<file path="src/sv/multitap_echo_q15_core_assert.svh">
// Assertion macros shared by the multitap echo RTL.
`ifndef MULTITAP_ECHO_Q15_CORE_ASSERT_SVH
`define MULTITAP_ECHO_Q15_CORE_ASSERT_SVH

// The consequent must hold in the same cycle as the antecedent.
`define MTE_ASSERT_SAME(label, clk, rst, ante, cons) \
   label: assert property (@(posedge clk) disable iff (rst) (ante) |-> (cons)) \
      else $error("multitap echo check failed");

// The consequent must hold in the cycle after the antecedent.
`define MTE_ASSERT_NEXT(label, clk, rst, ante, cons) \
   label: assert property (@(posedge clk) disable iff (rst) (ante) |=> (cons)) \
      else $error("multitap echo check failed");

`endif

</file>
<file path="src/sv/mte_pkg.sv">
// Package with types, constants and Q15 helpers for the multitap echo core.
package mte_pkg;

   // Ring sizing.
   localparam int RING_DEPTH = 4096;
   localparam int ADDR_W     = $clog2(RING_DEPTH);
   localparam int LEN_W      = ADDR_W + 1;

   // Field widths fixed by the interface.
   localparam int SAMPLE_W   = 16;
   localparam int TAP_W      = 13;
   localparam int CSR_IDX_W  = 3;
   localparam int CSR_DATA_W = 16;
   localparam int CMP_W      = (LEN_W > TAP_W) ? LEN_W : TAP_W;
   localparam int NUM_TAPS   = 4;

   // Fixed Q15 gains.
   localparam logic signed [SAMPLE_W-1:0] DRY_GAIN   = 16'sd19661;
   localparam logic signed [SAMPLE_W-1:0] SCALE_GAIN = 16'sd12603;

   // Register reset values.
   localparam logic [TAP_W-1:0] TAP_DELAY_RST [NUM_TAPS] =
      '{13'd1323, 13'd2205, 13'd3528, 13'd3969};
   localparam logic signed [SAMPLE_W-1:0] WET_GAIN_RST [NUM_TAPS] =
      '{16'sd6554, 16'sd13107, 16'sd19661, 16'sd26214};

   // Register indexes of the configuration port.
   typedef enum logic [CSR_IDX_W-1:0] {
      REG_TAP_DELAY_1,
      REG_TAP_DELAY_2,
      REG_TAP_DELAY_3,
      REG_TAP_DELAY_4,
      REG_WET_GAIN_1,
      REG_WET_GAIN_2,
      REG_WET_GAIN_3,
      REG_WET_GAIN_4
   } csr_reg_type;

   // Sequencer states.
   typedef enum logic [1:0] {
      ST_CLEAR,
      ST_IDLE,
      ST_WRAP,
      ST_RUN
   } state_type;

   // Steps of one sample inside ST_RUN.
   localparam logic [2:0] STEP_SCALE     = 3'd0;
   localparam logic [2:0] STEP_WRITE     = 3'd1;
   localparam logic [2:0] STEP_DRY       = 3'd2;
   localparam logic [2:0] STEP_TAP_1     = 3'd3;
   localparam logic [2:0] STEP_TAP_2     = 3'd4;
   localparam logic [2:0] STEP_TAP_3     = 3'd5;
   localparam logic [2:0] STEP_TAP_4     = 3'd6;
   localparam logic [2:0] STEP_LAST      = 3'd7;

   // Operand pairs of the shared multiplier.
   typedef enum logic [1:0] {
      MUL_IN_SCALE,
      MUL_IN_DRY,
      MUL_PROD_SCALE,
      MUL_RING_GAIN
   } mul_op_type;

   // Control bundle from the sequencer to the multiply-accumulate unit.
   typedef struct packed {
      mul_op_type op;
      logic       mul_en;
      logic       clear_acc;
      logic       load_dry;
      logic       acc_en;
   } mac_ctrl_type;

   // Q15 multiply rounded toward minus infinity; the one overflow saturates.
   function automatic logic signed [SAMPLE_W-1:0] qmul(
      input logic signed [SAMPLE_W-1:0] a,
      input logic signed [SAMPLE_W-1:0] b
   );
      logic signed [2*SAMPLE_W-1:0] p;
      p = a * b;
      if (p == 32'sh4000_0000) begin
         return 16'sh7fff;
      end
      return p[2*SAMPLE_W-2:SAMPLE_W-1];
   endfunction

   // Saturating 16-bit add.
   function automatic logic signed [SAMPLE_W-1:0] sat_add(
      input logic signed [SAMPLE_W-1:0] a,
      input logic signed [SAMPLE_W-1:0] b
   );
      logic signed [SAMPLE_W:0] s;
      s = {a[SAMPLE_W-1], a} + {b[SAMPLE_W-1], b};
      if (s[SAMPLE_W] != s[SAMPLE_W-1]) begin
         return s[SAMPLE_W] ? 16'sh8000 : 16'sh7fff;
      end
      return s[SAMPLE_W-1:0];
   endfunction

endpackage

</file>
<file path="src/sv/mte_wrap.sv">
// Iterative restoring remainder unit that folds the write pointer into the ring.
module mte_wrap (
   input  logic                          clock,
   input  logic                          reset,
   input  logic                          start,
   input  logic [mte_pkg::ADDR_W-1:0]    dividend,
   input  logic [mte_pkg::LEN_W-1:0]     divisor,
   output logic                          done,
   output logic [mte_pkg::ADDR_W-1:0]    remainder
);

   localparam int CNT_W = $clog2(mte_pkg::ADDR_W + 1);

   logic                          busy_ff, busy_in;
   logic                          done_ff, done_in;
   logic [CNT_W-1:0]              cnt_ff, cnt_in;
   logic [mte_pkg::ADDR_W-1:0]    num_ff, num_in;
   logic [mte_pkg::ADDR_W-1:0]    rem_ff, rem_in;
   logic [mte_pkg::LEN_W-1:0]     trial;

   // One quotient bit per cycle: shift in the next dividend bit and subtract.
   always_comb begin
      busy_in = busy_ff;
      done_in = 1'b0;
      cnt_in  = cnt_ff;
      num_in  = num_ff;
      rem_in  = rem_ff;
      trial   = {rem_ff, num_ff[mte_pkg::ADDR_W-1]};
      if (start) begin
         busy_in = 1'b1;
         cnt_in  = CNT_W'(mte_pkg::ADDR_W);
         num_in  = dividend;
         rem_in  = '0;
      end else if (busy_ff) begin
         num_in = {num_ff[mte_pkg::ADDR_W-2:0], 1'b0};
         if (trial >= divisor) begin
            rem_in = mte_pkg::ADDR_W'(trial - divisor);
         end else begin
            rem_in = trial[mte_pkg::ADDR_W-1:0];
         end
         cnt_in = cnt_ff - 1'b1;
         if (cnt_ff == CNT_W'(1)) begin
            busy_in = 1'b0;
            done_in = 1'b1;
         end
      end
   end

   // Control state is reset; the datapath registers are not.
   always_ff @(posedge clock) begin
      if (reset) begin
         busy_ff <= 1'b0;
         done_ff <= 1'b0;
         cnt_ff  <= '0;
      end else begin
         busy_ff <= busy_in;
         done_ff <= done_in;
         cnt_ff  <= cnt_in;
      end
      num_ff <= num_in;
      rem_ff <= rem_in;
   end

   assign done      = done_ff;
   assign remainder = rem_ff;

endmodule

</file>
<file path="config.mk">
export PLATFORM = sky130hd
export DESIGN_NAME = mte_wrap
export DESIGN_NICKNAME = d
export VERILOG_FILES = /design/src/sv/multitap_echo_q15_core_assert.svh /design/src/sv/mte_pkg.sv /design/src/sv/mte_wrap.sv
export SDC_FILE = /design/constraint.sdc
export NUM_CORES = 1
export LEC_CHECK = 0
export BUFFER_PORTS_ARGS = -buffer_cell sky130_fd_sc_hd__buf_2
export CAP_MARGIN = 30
export CORE_ASPECT_RATIO = 2
export CORE_MARGIN = 5
export CORE_UTILIZATION = 49
export CTS_CLUSTER_SIZE = 25
export DETAILED_ROUTE_END_ITERATION = 10
export HOLD_SLACK_MARGIN = 0.06
export PLACE_DENSITY = 0.73
export REMOVE_ABC_BUFFERS = 1
export SLEW_MARGIN = 25
export SYNTH_ARGS = -nofsm -noshare
export SYNTH_HDL_FRONTEND = slang
export SYNTH_SLANG_ARGS = --single-unit
</file>
<file path="constraint.sdc">
create_clock -name clock -period 3.2 [get_ports clock]
set_input_delay 0.64 -clock clock [delete_from_list [all_inputs] [get_ports clock]]
set_output_delay 0.64 -clock clock [all_outputs]
set_load 0.005 [all_outputs]
</file>
=== Word-level counts from Yosys, hierarchy flattened ===
Index checks and enable logic that the tools add are counted.

* Add/sub/neg operators: 2
* $mul: 0
* Div/mod/pow operators: 0
* $lt $le $gt $ge: 1
* Equality and inequality tests: 1
* Shifts and indexed selects: 0
* Multiplexer cells: 9
* Bitwise logic cells: 1
* Reduce and logical (&&, ||, !) cells: 3

{| class="wikitable"
|+ Operator list
! kind !! count
|-
| 12-bit two-way mux || 3
|-
| 13-bit greater-or-equal comparator || 1
|-
| 12-bit subtractor || 1
|-
| 4-bit two-way mux || 2
|-
| 4-bit by 1-bit equality test with 1-bit output, second input constant || 1
|-
| 1-bit two-way mux || 4
|-
| 4-bit by 1-bit subtractor with 4-bit output, second input constant || 1
|-
| 3-bit OR reduction || 1
|-
| 2-bit nonzero test || 1
|-
| 2-bit OR reduction || 1
|-
| 1-bit inverter || 1
|}

* Flip-flop bits (word level): 30
* Bits in latches: 0
* RAM bits: 0
* Bits in read-only memories: 0
* Output and inout bits: 13
* Word-level logic and storage cells: 23
* Memories kept: 0

=== Depth between registers and ports, before layout ===
* Depth after elaboration: 4
* Depth in mapped cells: 10
* Gate-level depth less buffers: 10

=== Worst setup path after synthesis ===
OpenSTA, ideal clock, no wires.

* Path type: input port to flip-flop
* Start: input port divisor[10] (netlist bit)
* End: register rem_ff, in the netlist remainder[0]
* Library setup time: 0.079 ns
* Data arrival time: 2.474 ns
* Slack: 0.647 ns
* Stages on the path: 8
* Buffers on the path: 0
* Path through: inv_1 -> ha_1 -> a21o_1 -> a21o_1 -> a211o_1 -> nor3_2 -> mux2_1 -> a211oi_2

* Word-level cells in the longest chain between the ends: 2

{| class="wikitable"
|+ Ends and longest elaborated chain
! item !! RTL line !! RTL
|-
| start: declaration || mte_wrap.sv:7 || <nowiki>input logic [mte_pkg::LEN_W-1:0] divisor,</nowiki>
|-
| 13-bit greater-or-equal comparator || mte_wrap.sv:36 || <nowiki>if (trial >= divisor) begin</nowiki>
|-
| 12-bit two-way mux || mte_wrap.sv:36 ||
|-
| end signal: assignment || mte_wrap.sv:61 || <nowiki>rem_ff <= rem_in;</nowiki>
|-
| end: declaration || mte_wrap.sv:18 || <nowiki>logic [mte_pkg::ADDR_W-1:0] rem_ff, rem_in;</nowiki>
|}

Every way passes these cells.
A chain may end at the register's enable or synchronous reset.

=== Worst setup path in the final report ===
* Start: input port divisor[10] (netlist bit)
* End: register rem_ff, in the netlist remainder[7]

The elaborated chain is that of the path after synthesis.

==> impl_metrics.yaml <==
timing:
  fmax_ghz: 0.370
  fin_crit_sh: 0.845
  setup_viol_count_final: 0
  slew_headroom: 0.569
  clock_skew_ps: 2.27
  final_max_slew_viol_count: 0
  worst_pin_slew_ps: 646
  fin_setup_tns_ps: 0
  fin_crit_ps: 2710
  rsz0062_at_grt: "no"
  finalHoldViolations: 0
logic_synthesis:
  synth_fa_ha_area_frac: 0.104
  synthXorXnorAreaFrac: 0.0438
  synth_area_um2: 2000
  yosysUniqueCellTypes: 44
  yosys.area_share.simple: 0.160
  synthFlopType: "dfxtp_1"
  ys_warn_count: 0
  ys_seq_elements: 30
  synth_edf_count: 12
  synth_compound_area_frac: 0.199
  syn_avg_cell_area_um2: 9.71
  synthCells: 206
  synth_mux_area_frac: 0.0676
  synth_top_family_by_area: "compound AO/OA/AOI/OAI gates"
  yosysSeqAreaShare: 0.360
  ys_async_sr_fraction: 0
place:
  io_buffers: 40
  place_congestion: 0.834
  dp_hpwl_um: 3420
critical_path:
  path_max_fanout: 9
  worstSetupPathType: "in2reg"
  crit_path_frequent_cell: "a21o_1"
  worst_ep_arrival_time_ps: 2890
  cp-end-kind: "register"
  path_cells: "buf_2 -> inv_1 -> ha_1 -> a21o_1 -> a21o_1 -> a211o_1 -> nor3_2 -> buf_4 -> nand2_1 -> a311oi_2"
  path_depth: 10
  slowest_delay_ps: 460
  reg2reg_from: "remainder[9]$_SDFFE_PP0P_"
  cp_slowest_cell: "nor3_2"
  path_delay_family: "compound AO/OA/AOI/OAI gates"
  rr_endpoint: "remainder[7]$_SDFFE_PP0P_"
  r2r_slack_ps: 620
  crit_path_start_kind: "input pin"
  crit_required_ps: 3390
  ff2ff_path_depth: 8
  path_buf_inv: 3
global_routing:
  grt_pass1_vias: 1645
  overflow: 0
  gr-usage-all-layers: 0.170
  grt_max_degree: 31
  antenna_found_initial: 0
  grt_pass1_wl_um: 6950
power:
  pwr-share-clk: 0.288
  p_switching_mw: 0.306
  swShare: 0.304
  p_int_mw: 0.702
  irDropWorstVdd_mv: 0.238
  power_density_nw_per_um2: 438
  p_comb_frac: 0.255
  pwr-share-seq: 0.456
  power.leakage_nw: 1.06
cts:
  clk_pin_slew_ps: 60
  cts_tree: "yes"
  htreeDepth: 2
  post_cts_buffers: 0
  cts_made_buffers: 5
  clock_path_buffers: 2
  clkSinkCount: 30
  insertion_delay_ps: 280
  post_cts_resized: 0
  cts-root-buf: "clkbuf_8"
  hold_buffers: 0
min_path:
  hold_end: "cnt_ff[1]$_SDFFE_PP0P_"
  holdPathStages: 2
  hp-class: "reg2reg"
  hp-start: "cnt_ff[1]$_SDFFE_PP0P_"
finish:
  drive_above_1_share: 0.296
  antennaDiodeCount: 0
  num-nets-final: 290
  syn_to_final_growth_pct: 15.1
  fin_util: 0.569
die:
  floorplan.initialDensity: 0.494
  dieHeight_um: 100
  io_pins: 41
  die_w_um: 55.2
  coreArea_um2: 4050
  die_area_um2: 5540
  rows: 33
routing:
  drc: 0
  vias: 1671
  drt_wl_total_um: 4350
  viasPerCell: 5.59
  drtPass1Iterations: 4
  postRouteAntennaNets: 0
  dr.first_iter.drc_count: 12
  wl_per_cell_um: 14.5
run_status:
  status: "finished clean"
flow_run:
  cap_violations: 0
-- area by class of cell --
type,count,area (µm²)
clock buffer,6,72.6
clock inverter,2,10.0
sequential,30,721
multi-input combinational,148,1150
timing repair buffer,42,215
inverter,19,71.3
tap,52,65.1
fill,403,1740
-- power by group through the flow --
| stage | Combinational (mW) | Sequential [mW] | Clock, mW |
|---|---|---|---|
| 2_1_floorplan | 0.179 | 0.466 | 0 |
| 3_5_place_dp | 0.259 | 0.469 | 0 |
| 3_3_place_gp | 0.255 | 0.468 | 0 |
| 4_1_cts | 0.259 | 0.461 | 0.292 |
| 5_1_grt | 0.288 | 0.464 | 0.317 |
| 6_report | 0.257 | 0.460 | 0.291 |
-- synthesized netlist by cell type, types with 2 or more instances --
master / n / area [µm²]
nand3_1: 5 / 25.0
o31ai_1: 2 / 15.0
xnor2_1: 5 / 43.8
edfxtp_1: 12 / 360
a211o_1: 2 / 17.5
a311oi_2: 8 / 120
clkbuf_1: 3 / 11.3
dfxtp_1: 18 / 360
mux2_2: 11 / 124
nand4_1: 2 / 12.5
a2111oi_0: 2 / 17.5
a21o_1: 6 / 45.0
nor4b_1: 2 / 17.5
nor2_1: 17 / 63.8
nand2_1: 22 / 82.6
nor3b_1: 3 / 22.5
nor3_1: 3 / 15.0
ha_1: 15 / 188
buf_4: 5 / 37.5
or3_1: 3 / 18.8
nand2b_1: 3 / 18.8
a41o_1: 2 / 20.0
a21oi_1: 10 / 50.1
xor2_1: 5 / 43.8
o21ai_0: 3 / 15.0
inv_1: 19 / 71.3
-- tightest hold or removal path, cell delays in order, from the launching register on --
cell and delay [ps]:
dfxtp_1 330, nor2_1 90, a2111oi_0 60
-- kinds of logic (layout without fill, tap and decap cells) --
group / after synthesis / in the layout
and+or+nand+nor: 66 / 66
muxes: 12 / 12
DFF: 30 / 30
AOI/OAI and AO/OA: 44 / 44
xor gates and xnor gates: 10 / 10
adders and majority gates: 16 / 16
buffers and inverters: 28 / 69
-- sequential cells by signal, indices dropped and copies added (netlist names) --
| register | cells |
|---|---|
| cnt_ff | 4 |
| remainder | 12 |
| num_ff | 12 |
| busy_ff | 1 |
| done | 1 |
-- cell usage in the layout (no fill, tap or decap), types with 6 or more instances in the layout --
master,Yosys,layout
nor2_1,17,17
a311oi_2,8,8
ha_1,15,15
inv_1,19,19
dfxtp_1,18,18
mux2_2,11,11
nand2_1,22,22
a21o_1,6,6
a21oi_1,10,10
buf_2,0,40
edfxtp_1,12,12
-- per-layer routing --
layer	track usage	wire, µm	vias up
met5	0	0	-
met4	0.114	206	0
met3	0.0282	219	17
met2	0.300	2310	50
met1	0.169	1610	781
li1	-	-	823
-- worst max-delay path by stage --
stage / startpoint / to
2_1_floorplan: divisor[10] / remainder[0]$_SDFFE_PP0P_
3_3_place_gp: divisor[10] / remainder[7]$_SDFFE_PP0P_
3_5_place_dp: divisor[10] / remainder[7]$_SDFFE_PP0P_
4_1_cts: divisor[10] / remainder[7]$_SDFFE_PP0P_
5_1_grt: divisor[10] / remainder[7]$_SDFFE_PP0P_
6_report: divisor[10] / remainder[7]$_SDFFE_PP0P_
-- per-stage QoR --
stage / hold slack [ps] / total power [mW] / instances / setup WS (ps) / area, µm²
final: 533 / 1.01 / 299 / 495 / 2300
after detailed placement: 526 / 0.728 / 291 / 188 / 2220
after CTS: 536 / 1.01 / 299 / 480 / 2300
after global routing: 568 / 1.07 / 299 / 369 / 2300
after global placement: 488 / 0.723 / 291 / 204 / 2220
after floorplan: 468 / 0.645 / 197 / 409 / 1940
Note: power is estimated with default switching activity, not from simulation.
