===== config.mk =====
export PLATFORM = sky130hd
export DESIGN_NAME = mte_mac
export DESIGN_NICKNAME = d
export VERILOG_FILES = /design/src/sv/multitap_echo_q15_core_assert.svh /design/src/sv/mte_pkg.sv /design/src/sv/mte_mac.sv
export SDC_FILE = /design/constraint.sdc
export NUM_CORES = 1
export LEC_CHECK = 0
export BUFFER_PORTS_ARGS = -buffer_cell sky130_fd_sc_hd__buf_4
export CAP_MARGIN = 5
export CELL_PAD_IN_SITES_DETAIL_PLACEMENT = 0
export CELL_PAD_IN_SITES_GLOBAL_PLACEMENT = 2
export CORE_MARGIN = 4
export CORE_UTILIZATION = 40
export CTS_CLUSTER_SIZE = 10
export DETAILED_ROUTE_END_ITERATION = 16
export MAX_ROUTING_LAYER = met4
export PLACE_DENSITY = 0.9
export REMOVE_ABC_BUFFERS = 1
export SLEW_MARGIN = 30
export SYNTH_ARGS = -nofsm -noshare
export SYNTH_HDL_FRONTEND = slang
export SYNTH_SLANG_ARGS = --single-unit
export TNS_END_PERCENT = 50

===== constraint.sdc =====
create_clock -name clock -period 25 [get_ports clock]
set_clock_uncertainty 0.1 [all_clocks]
set_input_delay 2.5 -clock clock [delete_from_list [all_inputs] [get_ports clock]]
set_output_delay 2.5 -clock clock [all_outputs]
set_load 0.01 [all_outputs]

===== src/sv/multitap_echo_q15_core_assert.svh =====
// Assertion macros shared by the multitap echo RTL.
`ifndef MULTITAP_ECHO_Q15_CORE_ASSERT_SVH
`define MULTITAP_ECHO_Q15_CORE_ASSERT_SVH

// The consequent must hold in the same cycle as the antecedent.
`define MTE_ASSERT_SAME(label, clk, rst, ante, cons) \
   label: assert property (@(posedge clk) disable iff (rst) (ante) |-> (cons)) \
      else $error("multitap echo check failed");

// The consequent must hold in the cycle after the antecedent.
`define MTE_ASSERT_NEXT(label, clk, rst, ante, cons) \
   label: assert property (@(posedge clk) disable iff (rst) (ante) |=> (cons)) \
      else $error("multitap echo check failed");

`endif


===== src/sv/mte_pkg.sv =====
// Package with types, constants and Q15 helpers for the multitap echo core.
package mte_pkg;

   // Ring sizing.
   localparam int RING_DEPTH = 4096;
   localparam int ADDR_W     = $clog2(RING_DEPTH);
   localparam int LEN_W      = ADDR_W + 1;

   // Field widths fixed by the interface.
   localparam int SAMPLE_W   = 16;
   localparam int TAP_W      = 13;
   localparam int CSR_IDX_W  = 3;
   localparam int CSR_DATA_W = 16;
   localparam int CMP_W      = (LEN_W > TAP_W) ? LEN_W : TAP_W;
   localparam int NUM_TAPS   = 4;

   // Fixed Q15 gains.
   localparam logic signed [SAMPLE_W-1:0] DRY_GAIN   = 16'sd19661;
   localparam logic signed [SAMPLE_W-1:0] SCALE_GAIN = 16'sd12603;

   // Register reset values.
   localparam logic [TAP_W-1:0] TAP_DELAY_RST [NUM_TAPS] =
      '{13'd1323, 13'd2205, 13'd3528, 13'd3969};
   localparam logic signed [SAMPLE_W-1:0] WET_GAIN_RST [NUM_TAPS] =
      '{16'sd6554, 16'sd13107, 16'sd19661, 16'sd26214};

   // Register indexes of the configuration port.
   typedef enum logic [CSR_IDX_W-1:0] {
      REG_TAP_DELAY_1,
      REG_TAP_DELAY_2,
      REG_TAP_DELAY_3,
      REG_TAP_DELAY_4,
      REG_WET_GAIN_1,
      REG_WET_GAIN_2,
      REG_WET_GAIN_3,
      REG_WET_GAIN_4
   } csr_reg_type;

   // Sequencer states.
   typedef enum logic [1:0] {
      ST_CLEAR,
      ST_IDLE,
      ST_WRAP,
      ST_RUN
   } state_type;

   // Steps of one sample inside ST_RUN.
   localparam logic [2:0] STEP_SCALE     = 3'd0;
   localparam logic [2:0] STEP_WRITE     = 3'd1;
   localparam logic [2:0] STEP_DRY       = 3'd2;
   localparam logic [2:0] STEP_TAP_1     = 3'd3;
   localparam logic [2:0] STEP_TAP_2     = 3'd4;
   localparam logic [2:0] STEP_TAP_3     = 3'd5;
   localparam logic [2:0] STEP_TAP_4     = 3'd6;
   localparam logic [2:0] STEP_LAST      = 3'd7;

   // Operand pairs of the shared multiplier.
   typedef enum logic [1:0] {
      MUL_IN_SCALE,
      MUL_IN_DRY,
      MUL_PROD_SCALE,
      MUL_RING_GAIN
   } mul_op_type;

   // Control bundle from the sequencer to the multiply-accumulate unit.
   typedef struct packed {
      mul_op_type op;
      logic       mul_en;
      logic       clear_acc;
      logic       load_dry;
      logic       acc_en;
   } mac_ctrl_type;

   // Q15 multiply rounded toward minus infinity; the one overflow saturates.
   function automatic logic signed [SAMPLE_W-1:0] qmul(
      input logic signed [SAMPLE_W-1:0] a,
      input logic signed [SAMPLE_W-1:0] b
   );
      logic signed [2*SAMPLE_W-1:0] p;
      p = a * b;
      if (p == 32'sh4000_0000) begin
         return 16'sh7fff;
      end
      return p[2*SAMPLE_W-2:SAMPLE_W-1];
   endfunction

   // Saturating 16-bit add.
   function automatic logic signed [SAMPLE_W-1:0] sat_add(
      input logic signed [SAMPLE_W-1:0] a,
      input logic signed [SAMPLE_W-1:0] b
   );
      logic signed [SAMPLE_W:0] s;
      s = {a[SAMPLE_W-1], a} + {b[SAMPLE_W-1], b};
      if (s[SAMPLE_W] != s[SAMPLE_W-1]) begin
         return s[SAMPLE_W] ? 16'sh8000 : 16'sh7fff;
      end
      return s[SAMPLE_W-1:0];
   endfunction

endpackage


===== src/sv/mte_mac.sv =====
// Shared Q15 multiplier with tap accumulator and dry-path holding register.
module mte_mac (
   input  logic                                 clock,
   input  mte_pkg::mac_ctrl_type                ctrl,
   input  logic signed [mte_pkg::SAMPLE_W-1:0]  sample,
   input  logic signed [mte_pkg::SAMPLE_W-1:0]  gain,
   input  logic signed [mte_pkg::SAMPLE_W-1:0]  ring_data,
   output logic signed [mte_pkg::SAMPLE_W-1:0]  prod,
   output logic signed [mte_pkg::SAMPLE_W-1:0]  result
);

   logic signed [mte_pkg::SAMPLE_W-1:0] op_a, op_b;
   logic signed [mte_pkg::SAMPLE_W-1:0] prod_ff;
   logic signed [mte_pkg::SAMPLE_W-1:0] acc_ff;
   logic signed [mte_pkg::SAMPLE_W-1:0] dry_ff;

   // Operand selection for the single multiplier.
   always_comb begin
      unique case (ctrl.op)
         mte_pkg::MUL_IN_SCALE: begin
            op_a = sample;
            op_b = mte_pkg::SCALE_GAIN;
         end
         mte_pkg::MUL_IN_DRY: begin
            op_a = mte_pkg::DRY_GAIN;
            op_b = sample;
         end
         mte_pkg::MUL_PROD_SCALE: begin
            op_a = prod_ff;
            op_b = mte_pkg::SCALE_GAIN;
         end
         mte_pkg::MUL_RING_GAIN: begin
            op_a = ring_data;
            op_b = gain;
         end
         default: begin
            op_a = sample;
            op_b = mte_pkg::SCALE_GAIN;
         end
      endcase
   end

   // Product register, saturating tap sum and dry value.
   always_ff @(posedge clock) begin
      if (ctrl.mul_en) begin
         prod_ff <= mte_pkg::qmul(op_a, op_b);
      end
      if (ctrl.clear_acc) begin
         acc_ff <= '0;
      end else if (ctrl.acc_en) begin
         acc_ff <= mte_pkg::sat_add(acc_ff, prod_ff);
      end
      if (ctrl.load_dry) begin
         dry_ff <= prod_ff;
      end
   end

   // Last tap product joins the sum, then the dry path is added.
   assign prod   = prod_ff;
   assign result = mte_pkg::sat_add(dry_ff, mte_pkg::sat_add(acc_ff, prod_ff));

endmodule


After elaboration in Yosys (flattened, before gate mapping)
Index checks and enable logic that the tools add are counted.
{ "classes": {"addsub": 2, "multipliers": 1, "div_mod_pow": 0, "order_cmp": 0, "n_eq_ne": 6, "shifts": 0, "n_mux": 17, "bitwise_logic": 0, "reduce_logical": 2} }
{ "op_table": {"columns": ["op", "count"], "rows": [
  ["$mux W16", 9],
  ["$pmux W16 S4", 1],
  ["$pmux W16 S3", 1],
  ["$add A16 B16 Y17", 2],
  ["$eq A32 B32 Y1 const B", 1],
  ["$mul A16 B16 Y32", 1],
  ["$mux W1", 6],
  ["$eq A2 B2 Y1 const B", 2],
  ["$eq A2 B1 Y1 const B", 1],
  ["$logic_not A2 Y1", 1],
  ["$ne A1 B1 Y1", 2],
  ["$reduce_or A2 Y1", 1]
]} }
{ "totals": {"reg_bits": 48, "latchBits": 0, "ram_bits": 0, "mem_bits_ro": 0, "in_bits": 55, "output_inout_bits": 32, "wordCells": 31, "memories": 0} }

Logic depth before layout (Yosys ltp)
Gate-level depths: netlist of the first run.
{ "depth": {"depth_word": 8, "ltp_mapped": 31, "ltp_nobuf": 26} }

Worst setup path before layout of the first run
Ideal clock, no wire load.
{ "synth_timing": {"path_kind": "input-to-reg", "from": "input ctrl[5] (netlist bit)", "to": "register prod_ff, in the netlist prod[15] (data pin)", "setup_time_ps": 266, "arrival_ps": 9900, "required_time_ps": 24634, "path_slack_ps": 14735, "path_stages": 24, "cell_sequence": "clkbuf_1 -> clkbuf_1 -> nor2_1 -> a22oi_1 -> nor2_1 -> fa_1 -> fa_1 -> inv_1 -> fa_1 -> fa_1 -> inv_1 -> fa_1 -> fa_1 -> ha_1 -> a21oi_1 -> o21ai_0 -> a22o_1 -> a31oi_4 -> o21ai_0 -> a211o_1 -> a2111oi_1 -> nand4_2 -> buf_6 -> nor2b_1"} }
{ "synth_between": {"elab_chain_len": 8, "word_cells_on_any_way": 12, "classes_between": "mul (1); eq/ne (4); mux (5); reduce/logical (2)"} }
{ "synth_rtl": {"columns": ["element", "line_no", "text"], "rows": [
  ["from (decl)", "mte_mac.sv:4", "input mte_pkg::mac_ctrl_type ctrl,"],
  ["$eq A2 B2 Y1 or $logic_not A2 Y1 (tied branches)", "mte_mac.sv:19", "unique case (ctrl.op)"],
  ["$reduce_or A2 Y1 (no line)", null, null],
  ["$pmux W16 S3", "mte_mac.sv:19", null],
  ["$mul A16 B16 Y32 *", "mte_pkg.sv:80", "p = a * b;"],
  ["$eq A32 B32 Y1", "mte_pkg.sv:81", "if (p == 32'sh4000_0000) begin"],
  ["$mux W1", "mte_pkg.sv:81", null],
  ["$mux W1", "mte_mac.sv:45", "if (ctrl.mul_en) begin"],
  ["$mux W16 *", "mte_pkg.sv:84", "return p[2*SAMPLE_W-2:SAMPLE_W-1];"],
  ["to (signal assigned)", "mte_mac.sv:46", "prod_ff <= mte_pkg::qmul(op_a, op_b);"],
  ["to (decl)", "mte_mac.sv:13", "logic signed [mte_pkg::SAMPLE_W-1:0] prod_ff;"]
]} }
Mark *: on every way between the ends. The rest lies on a longest branch, timed or not. The select of a mux whose other input is x is not followed.
A chain may end at the register's enable or synchronous reset.

Worst setup path after layout of the first run
{ "layout_timing": {"from": "input ctrl[4] (netlist bit)", "to": "register prod_ff, in the netlist prod[15] (data pin)"} }
Same word-level chain as after synthesis.

==> metrics.md, run 1 <==
| Metric | Value |
|---|---|
| Final worst-path setup slack | `14.14 ns` |
| Area of the die | `38,160 sq um` |
| Most common library cell in the layout ignoring fill and taps | `inv_1` |
| Final slew viol count | `0` |
| Layout area overhead | `9.313%` |
| Clock tree sinks | `48` |
| Critical Path RT | `24.95 ns` |
| Post-synth cell types | `76` |
| Initial antenna violation count | `0` |
| Sequential cell area | `1281 sq um` |
| Post-synth EDFFs | `32` |
| Slowest Stage Delay on Critical Path | `0.83 ns` |
| Crit-path cells | `buf_4, nor2_2, a22oi_1, nor2_1, fa_1, fa_1, inv_1, fa_1, fa_1, fa_1, fa_1, inv_1, ha_1, nand4_1, nor2_1, a22o_1, a31oi_4, o21ai_0, a211o_1, a2111oi_1, nand4_2, nor2b_1` |
| CTS tree | `yes` |
| Worst slew margin | `34.93%` |
| Largest net degree at the start of global routing | `54` |
| Family with the most delay on the worst path | `adder cells` |
| Clock Tree Buf Depth | `2` |
| Clock transition at path regs | `0.08 ns` |
| Seq/Total Area, Yosys | `9.126%` |
| Post-synth top flop | `edfxtp_1` |
| Die width | `195.4 um` |
| Final ANT Viol Nets | `0` |
| Pre-CTS setup slack | `13.85 ns` |
| Post-Syn Instances | `1,595` |
| Arr. time, crit path | `10.81 ns` |
| Seq cells post-synth | `48` |
| Vias in the first global route | `11,630` |
| Buf+Inv Stages, Crit Path | `3` |
| Via count | `11,130` |
| Chip height | `195.4 um` |
| First-pass GRT wire length | `69,110 um` |
| Drt total wl | `43,250 um` |
| Fill cells | `3,429` |
| Clk_lat worst skew | `0.30 ns` |
| Worst slew pin tran | `0.9760 ns` |
| Status | `completed` |
| Drt wl/cell | `20.55 um` |
| Critical path's most frequent cell | `fa_1` |
| Post-DP HPWL | `37,430 um` |
| YS warnings | `0` |
| Final hold vios | `0` |
| RSZ-0062 raised after global routing | `no` |
| Mapped cell area | `14,040 sq um` |
| I/O Buffers | `86` |
| Post-CTS setup buffer count | `0` |
| DRC violations left | `0` |
| Share of cells above drive strength 1 | `8.970%` |
| All-Layer GR Usage | `23.79%` |
| Crit-path max FO | `53` |
| Root Driver | `clkbuf_16` |
| Placed Instances | `2,095` |
| Final net count | `2,082` |
| Initial DRC Count | `868` |
| CTS buffer count | `5` |
| Startpoint types | `input port` |
| Tmin final | `10.86 ns` |
| CP max stage cell | `fa_1` |
| Area of the multi-input gates | `11,340 sq um` |
| Setup tns final | `0 ns` |
| Hold/Removal Path Class | `reg2reg` |
| Resize count post-CTS | `0` |
| FP Rows | `68` |
| ANT cells | `0` |
| 1st-pass router iterations | `5` |
| Final cell count without fillers | `2,105` |
| CTS Hold Bufs | `0` |
| Final period util | `43.45%` |
| Via-per-instance ratio | `5.286` |
| Gpl congestion | `0.9307` |
| Asr flop ratio synth | `0%` |
| Max Fclk | `92.06 MHz` |
| Core box area | `34,540 sq um` |
| Starting Density | `40.64%` |
| Ports | `87` |
| Final setup vio count | `0` |
| Most frequent cells in the layout | `inv_1 (327), fa_1 (264), nor2_1 (201)` |
| Synth Area per Inst | `8.802 sq um` |
| H-Tree Level Count | `2` |
| Max-cap viol count | `0` |
| GR Overflow Total | `0` |
| Setup crit end kind | `register` |
| Kind of critical path | `in2reg` |
-- synthesized netlist by cell type, types with 9 or more instances --
master / number / area, sq um
a22o_1: 9 / 78.83
inv_1: 327 / 1227
o21ai_0: 33 / 165.2
mux2_2: 18 / 202.7
dfxtp_1: 16 / 320.3
maj3_1: 27 / 270.3
edfxtp_1: 32 / 960.9
a21o_1: 22 / 165.2
fa_1: 264 / 5285
a211oi_1: 9 / 67.56
a21oi_1: 48 / 240.2
o21bai_1: 9 / 67.56
xnor2_1: 40 / 350.3
mux2i_1: 17 / 170.2
nand3_1: 9 / 45.04
nor3_1: 18 / 90.09
and2_1: 13 / 81.33
nand2_1: 164 / 615.6
o21a_1: 15 / 112.6
ha_1: 114 / 1426
nor2_1: 202 / 758.2
clkbuf_1: 43 / 161.4
xor2_1: 13 / 113.9
-- tightest hold or removal path, delay by kind of cell (launching register included) --
family,cells,cell delay [ns]
flip-flops,1,0.32
AND/OR/NAND/NOR,2,0.13
-- stage by stage --
step / utilization [%] / hold slack (ns) / cell area [sq um]
after global routing: 44.43 / 0.4099 / 15350
after CTS: 44.39 / 0.3867 / 15330
after global placement: 43.81 / 0.3704 / 15130
after detailed placement: 43.84 / 0.3760 / 15140
final: 44.43 / 0.3865 / 15350
after floorplan: - / 0.3568 / 13840
-- state kept, by name (all words and copies together), names as in the netlist --
name	cells
acc_ff	16
dry_ff	16
prod	16
-- metal layers --
metal	vias to the layer above	GRT usage, %	share of wire (%)
met5	-	-	0
met4	0	3.517	1.5
met3	44	3.295	6.7
met2	373	36.64	46
met1	5567	34.51	46
li1	5143	-	-
-- logic make-up after synthesis --
kind of cell	Yosys count	synth area share, %
flops	48	9.126
buf+inv	379	10.20
mux	35	2.656
simple gates	463	14.38
compound gates	212	10.61
fa+ha+maj	405	49.73
xor+xnor	53	3.306
-- worst paths after layout --
path / start / endpoint / slack [ns] / depth (start not counted)
max: ctrl[4] / prod[15]$_SDFFCE_PN0P_ / 14.14 / 22
min: acc_ff[6]$_SDFFE_PP0P_ / acc_ff[6]$_SDFFE_PP0P_ / 0.39 / 2
max reg2reg: prod[15]$_SDFFCE_PN0P_ / prod[15]$_SDFFCE_PN0P_ / 16.36 / 21
min reg2reg: acc_ff[6]$_SDFFE_PP0P_ / acc_ff[6]$_SDFFE_PP0P_ / 0.39 / 2
-- cell type report --
type / count / area share, %
Clock inverter: 2 / 0.2527
Clock buffer: 6 / 0.9783
Sequential cell: 48 / 8.348
Inverter: 327 / 7.998
Multi-Input combinational cell: 1168 / 73.87
Tap cell: 455 / 3.709
Timing Repair Buffer: 99 / 4.843
Power of run 1 is left out: the tool's default activity adds up to more than one toggle a clock period on the data nets, which glitch-free logic cannot reach.
==> run 2: changes to the inputs <==
Settings changed: ABC_AREA set to 1, CORE_UTILIZATION 40 to 34, PLACE_DENSITY 0.9 to 0.86.
Clock period 25 ns to 8.7 ns, I/O delays scaled along.
==> metrics.md, run 2 <==
| Metric | Value |
|---|---|
| Status | `completed` |
| Area share of the largest cell type after synthesis | `36.30%` |
| Count leader, synth | `inv_1` |
| Max-cap viol count | `0` |
| Crit-path max FO | `18` |
| Layout area overhead | `11.73%` |
| Tmin final | `8.020 ns` |
| Final net count | `2,496` |
| Core box area | `42,130 sq um` |
| R2R depth | `27` |
| All-Layer GR Usage | `20.82%` |
| WHS Endpoint | `acc_ff[15]$_SDFFE_PP0P_` |
| Starting Density | `34.55%` |
| Placed Instances | `2,595` |
| 1st-pass router iterations | `5` |
| Ports | `87` |
| Clock Tree Buf Depth | `2` |
| YS warnings | `0` |
| GR Overflow Total | `0` |
| Post-DP HPWL | `40,730 um` |
| Most common library cell in the layout ignoring fill and taps | `inv_1` |
| Critical R2R Launch | `prod[6]$_SDFFCE_PN1P_` |
| Final period util | `92.19%` |
| Top cells by count, synth | `inv_1 (519), nand2_1 (438), fa_1 (264)` |
| Setup tns final | `0 ns` |
| Final setup vio count | `0` |
| Synth area leaders | `fa_1 (36%), inv_1 (13%), nand2_1 (11%), ha_1 (9.8%), edfxtp_1 (6.6%)` |
| Clk_lat worst skew | `0.30 ns` |
| DRC violations left | `0` |
| Family with the most delay on the worst path | `adder cells` |
| Gpl congestion | `0.9327` |
| Post-CTS setup buffer count | `0` |
| Initial antenna violation count | `0` |
| Drt wl/cell | `17.77 um` |
| First-pass GRT wire length | `73,840 um` |
| Hold_sp | `acc_ff[15]$_SDFFE_PP0P_` |
| Clock tree sinks | `48` |
| CP max stage cell | `fa_1` |
| Kind of critical path | `in2reg` |
| Worst slew margin | `34.70%` |
| Die width | `214.9 um` |
| Mapped cell area | `14,560 sq um` |
| Drt total wl | `46,270 um` |
| I/O Buffers | `86` |
| Seq/Total Area, Yosys | `8.800%` |
| Via count | `12,510` |
| Setup crit end kind | `register` |
| Most frequent cells in the layout | `inv_1 (519), nand2_1 (438), fa_1 (264)` |
| Share of cells above drive strength 1 | `8.866%` |
| CTS Hold Bufs | `0` |
| Root Driver | `clkbuf_16` |
| Reg-to-reg setup timing slack | `1.32 ns` |
| RSZ-0062 raised after global routing | `no` |
| Startpoint types | `input port` |
| ANT cells | `0` |
| CTS buffer count | `5` |
| Critical path's most frequent cell | `fa_1` |
| Post-Syn Instances | `1,955` |
| Chip height | `214.9 um` |
| H-Tree Level Count | `2` |
| Seq cells post-synth | `48` |
| Synth Area per Inst | `7.447 sq um` |
| Hold/Removal Path Class | `reg2reg` |
| Reg-to-Reg End | `prod[2]$_SDFFCE_PN1P_` |
| Clock transition at path regs | `0.07 ns` |
| Arr. time, crit path | `8.08 ns` |
| Vias in the first global route | `12,880` |
| Asr flop ratio synth | `0%` |
| Resize count post-CTS | `0` |
| Final hold vios | `0` |
| Post-synth top flop | `edfxtp_1` |
| Final slew viol count | `0` |
| Area of the die | `46,190 sq um` |
| Worst slew pin tran | `0.9729 ns` |
| Via-per-instance ratio | `4.808` |
| Buf+Inv Stages, Crit Path | `5` |
| Hold Path Stages | `2` |
| Critical Path RT | `8.76 ns` |
| Leading area contributor after synthesis | `fa_1` |
| Initial DRC Count | `844` |
| Post-synth EDFFs | `32` |
| Post-synth cell types | `48` |
| Final cell count without fillers | `2,603` |
| Slowest Stage Delay on Critical Path | `0.85 ns` |
| Final ANT Viol Nets | `0` |
| Largest net degree at the start of global routing | `33` |
| FP Rows | `75` |
| CTS tree | `yes` |
| Max Fclk | `124.7 MHz` |
[run 2: cell count changes after synthesis, moves of 14 or more]
cell / delta
a21o_1: -19
a21oi_1: +21
clkbuf_1: -26
inv_1: +192
maj3_1: -27
mux2_2: -18
mux2i_1: -17
nand2_1: +274
nand3_1: +49
o21a_1: -14
o21ai_0: +19
xnor2_1: -28
[run 2: routing by layer]
| layer | GRT usage, % | wire, um | vias up |
|---|---|---|---|
| met2 | 30.45 | 19540 | 391 |
| met3 | 3.037 | 3324 | 55 |
| met1 | 30.88 | 22440 | 6041 |
| met5 | - | 0 | - |
| li1 | - | - | 6027 |
| met4 | 4.171 | 955 | 0 |
[run 2: worst min-delay path, cell delays in order, from the launching register on]
cell	delay, ns
dfxtp_1	0.33
o21ai_0	0.08
a21oi_1	0.10
[run 2: logic make-up (layout without fill, tap and decap cells)]
logic type               count (synthesis)  after routing  synth area share [%]
AND/OR/NAND/NOR                        749            749                 21.00
AO/OA/AOI/OAI                          177            177                 7.107
adder cells (fa/ha/maj)                378            378                 46.10
flip-flops                              48             48                 8.800
buffers and inverters                  565            674                 14.71
XOR/XNOR                                38             38                 2.286
[run 2: worst max path at each step]
stage	slack, ns	depth (start not counted)	end	start
after floorplan	1.34	24	prod[0]$_SDFFCE_PN1P_	ctrl[4]
after global placement	0.32	27	prod[0]$_SDFFCE_PN1P_	ctrl[5]
after detailed placement	0.35	26	prod[1]$_SDFFCE_PN1P_	ctrl[5]
after CTS	0.64	26	prod[2]$_SDFFCE_PN1P_	ctrl[5]
after global routing	0.09	27	prod[3]$_SDFFCE_PN1P_	ctrl[5]
final	0.68	25	prod[2]$_SDFFCE_PN1P_	ctrl[5]
[run 2: stage by stage]
stage | setup slack (ns) | instance area, sq um | hold slack (ns) | utilization (%)
finish | 0.6798 | 16270 | 0.4458 | 38.61
global route | 0.09448 | 16270 | 0.4712 | 38.61
CTS | 0.6391 | 16270 | 0.4454 | 38.61
detailed placement | 0.3457 | 16080 | 0.4181 | 38.17
global placement | 0.3179 | 16080 | 0.4139 | 38.17
floorplan | 1.343 | 14430 | 0.3939 | -
[run 2: final cells by class]
class / instances / area [sq um]
repair buffers: 131 / 983.4
well taps: 539 / 674.4
multi-input cells: 1342 / 11140
inverters: 535 / 2008
clock inverters: 1 / 8.758
flip-flops and latches: 48 / 1281
clock buffers: 7 / 175.2
fillers: 4445 / 25870
Power of run 2 is left out for the same reason.
==> run 3: changes to the inputs <==
Settings changed: CORE_MARGIN 4 to 2, CORE_UTILIZATION 34 to 38, CTS_CLUSTER_DIAMETER set to 120, PLACE_DENSITY 0.86 to 0.91.
Clock period 8.7 ns to 7.5 ns, I/O delays scaled along.
==> metrics.md, run 3 (same netlist as run 2, synthesis figures left out) <==
| Metric | Value |
|---|---|
| Status | `completed` |
| Hold/Removal Path Class | `reg2reg` |
| Gpl congestion | `0.9517` |
| Final ANT Viol Nets | `0` |
| Die width | `199.7 um` |
| Worst slew pin tran | `0.6111 ns` |
| Share of cells above drive strength 1 | `15.58%` |
| Layout area overhead | `19.90%` |
| Number of cells on the critical path | `33` |
| Chip height | `199.7 um` |
| CTS Hold Bufs | `0` |
| Drt total wl | `46,830 um` |
| Most frequent cells in the layout | `inv_1 (518), nand2_1 (436), fa_1 (263)` |
| Final net count | `2,627` |
| CP max stage cell | `fa_1` |
| First-pass GRT wire length | `74,900 um` |
| FP Rows | `71` |
| Via-per-instance ratio | `4.833` |
| Tmin final | `7.170 ns` |
| Drt wl/cell | `17.31 um` |
| I/O Buffers | `86` |
| DRC violations left | `0` |
| Clock transition at path regs | `0.07 ns` |
| Root Driver | `clkbuf_16` |
| Starting Density | `38.65%` |
| Final period util | `95.61%` |
| Clk_lat worst skew | `0.30 ns` |
| Startpoint types | `input port` |
| Hold Path Stages | `2` |
| Via count | `13,080` |
| Clock tree sinks | `48` |
| Worst slew margin | `59.11%` |
| Most common library cell in the layout ignoring fill and taps | `inv_1` |
| Post-DP HPWL | `41,850 um` |
| Arr. time, crit path | `7.12 ns` |
| Core box area | `37,670 sq um` |
| RSZ-0062 raised after global routing | `no` |
| 1st-pass router iterations | `5` |
| Final cell count without fillers | `2,706` |
| Clock Tree Buf Depth | `2` |
| Initial antenna violation count | `0` |
| R2R depth | `29` |
| Kind of critical path | `in2reg` |
| Area of the die | `39,890 sq um` |
| Family with the most delay on the worst path | `adder cells` |
| CTS tree | `yes` |
| Final hold vios | `0` |
| Buf+Inv Stages, Crit Path | `11` |
| Largest net degree at the start of global routing | `33` |
| GR Overflow Total | `0` |
| Initial DRC Count | `721` |
| Critical Path RT | `7.45 ns` |
| Final slew viol count | `0` |
| All-Layer GR Usage | `25.56%` |
| ANT cells | `0` |
| Max-cap viol count | `0` |
| H-Tree Level Count | `2` |
| Setup crit end kind | `register` |
| CTS buffer count | `5` |
| Max Fclk | `139.5 MHz` |
| Ports | `87` |
| Final setup vio count | `0` |
| Placed Instances | `2,696` |
| Slowest Stage Delay on Critical Path | `0.57 ns` |
| Vias in the first global route | `13,440` |
| Crit-path max FO | `15` |
[run 3: cell count changes in the layout (fill, tap and decap cells not counted), moves of 5 or more]
cell / delta
nor2_1: -7
buf_4: +118
ha_2: +5
buf_12: +11
ha_1: -6
nor2_2: +5
[run 3: worst paths after layout]
| check | start | to | slack (ns) |
|---|---|---|---|
| setup / recovery | ctrl[5] | prod[3]$_SDFFCE_PN1P_ | 0.33 |
| hold / removal | acc_ff[0]$_SDFFE_PP0P_ | acc_ff[0]$_SDFFE_PP0P_ | 0.44 |
| setup reg to reg | prod[14]$_SDFFCE_PN1P_ | prod[3]$_SDFFCE_PN1P_ | 0.59 |
| hold reg to reg | acc_ff[0]$_SDFFE_PP0P_ | acc_ff[0]$_SDFFE_PP0P_ | 0.44 |
[run 3: layout make-up]
class	count	area, sq um
multi-input cells	1342	11240
clock inverters	3	45.04
flip-flops and latches	48	1281
repair buffers	262	2112
inverters	535	2012
fillers	3930	20210
well taps	511	639.4
clock buffers	5	125.1
[run 3: worst reg2reg max path, delay by kind of cell, from the launching register on]
| family | cells | cell delay [ns] |
|---|---|---|
| flops | 1 | 0.62 |
| fa+ha+maj | 7 | 3.42 |
| simple gates | 13 | 1.28 |
| compound gates | 2 | 0.49 |
| buf+inv | 7 | 0.74 |
[run 3: routing by layer]
metal | share of wire, % | GRT usage (%)
met4 | 2.5 | 5.350
met1 | 48 | 36.12
met5 | 0 | -
met2 | 44 | 39.67
met3 | 5.9 | 3.024
[run 3: timing repair]
action | 4_1_cts | 5_1_grt
endpoints found under the setup margin | 0 | 16
gates resized for setup | 0 | 36
endpoints found under the hold margin | 0 | 0
setup buffers | 0 | 2
[run 3: through the flow]
stage          instance area [sq um]  setup TNS (ns)  setup slack (ns)  hold slack (ns)  util, %
2_1_floorplan                  14430               0            0.2634           0.3939        -
3_3_place_gp                   17140          -2.062           -0.1682           0.4124    45.51
3_5_place_dp                   17140          -2.747           -0.1885           0.4277    45.51
4_1_cts                        17310               0           0.09818           0.4447    45.96
5_1_grt                        17460               0          0.008523           0.4812    46.34
6_report                       17460               0            0.3296           0.4413    46.34
Power of run 3 is left out for the same reason.
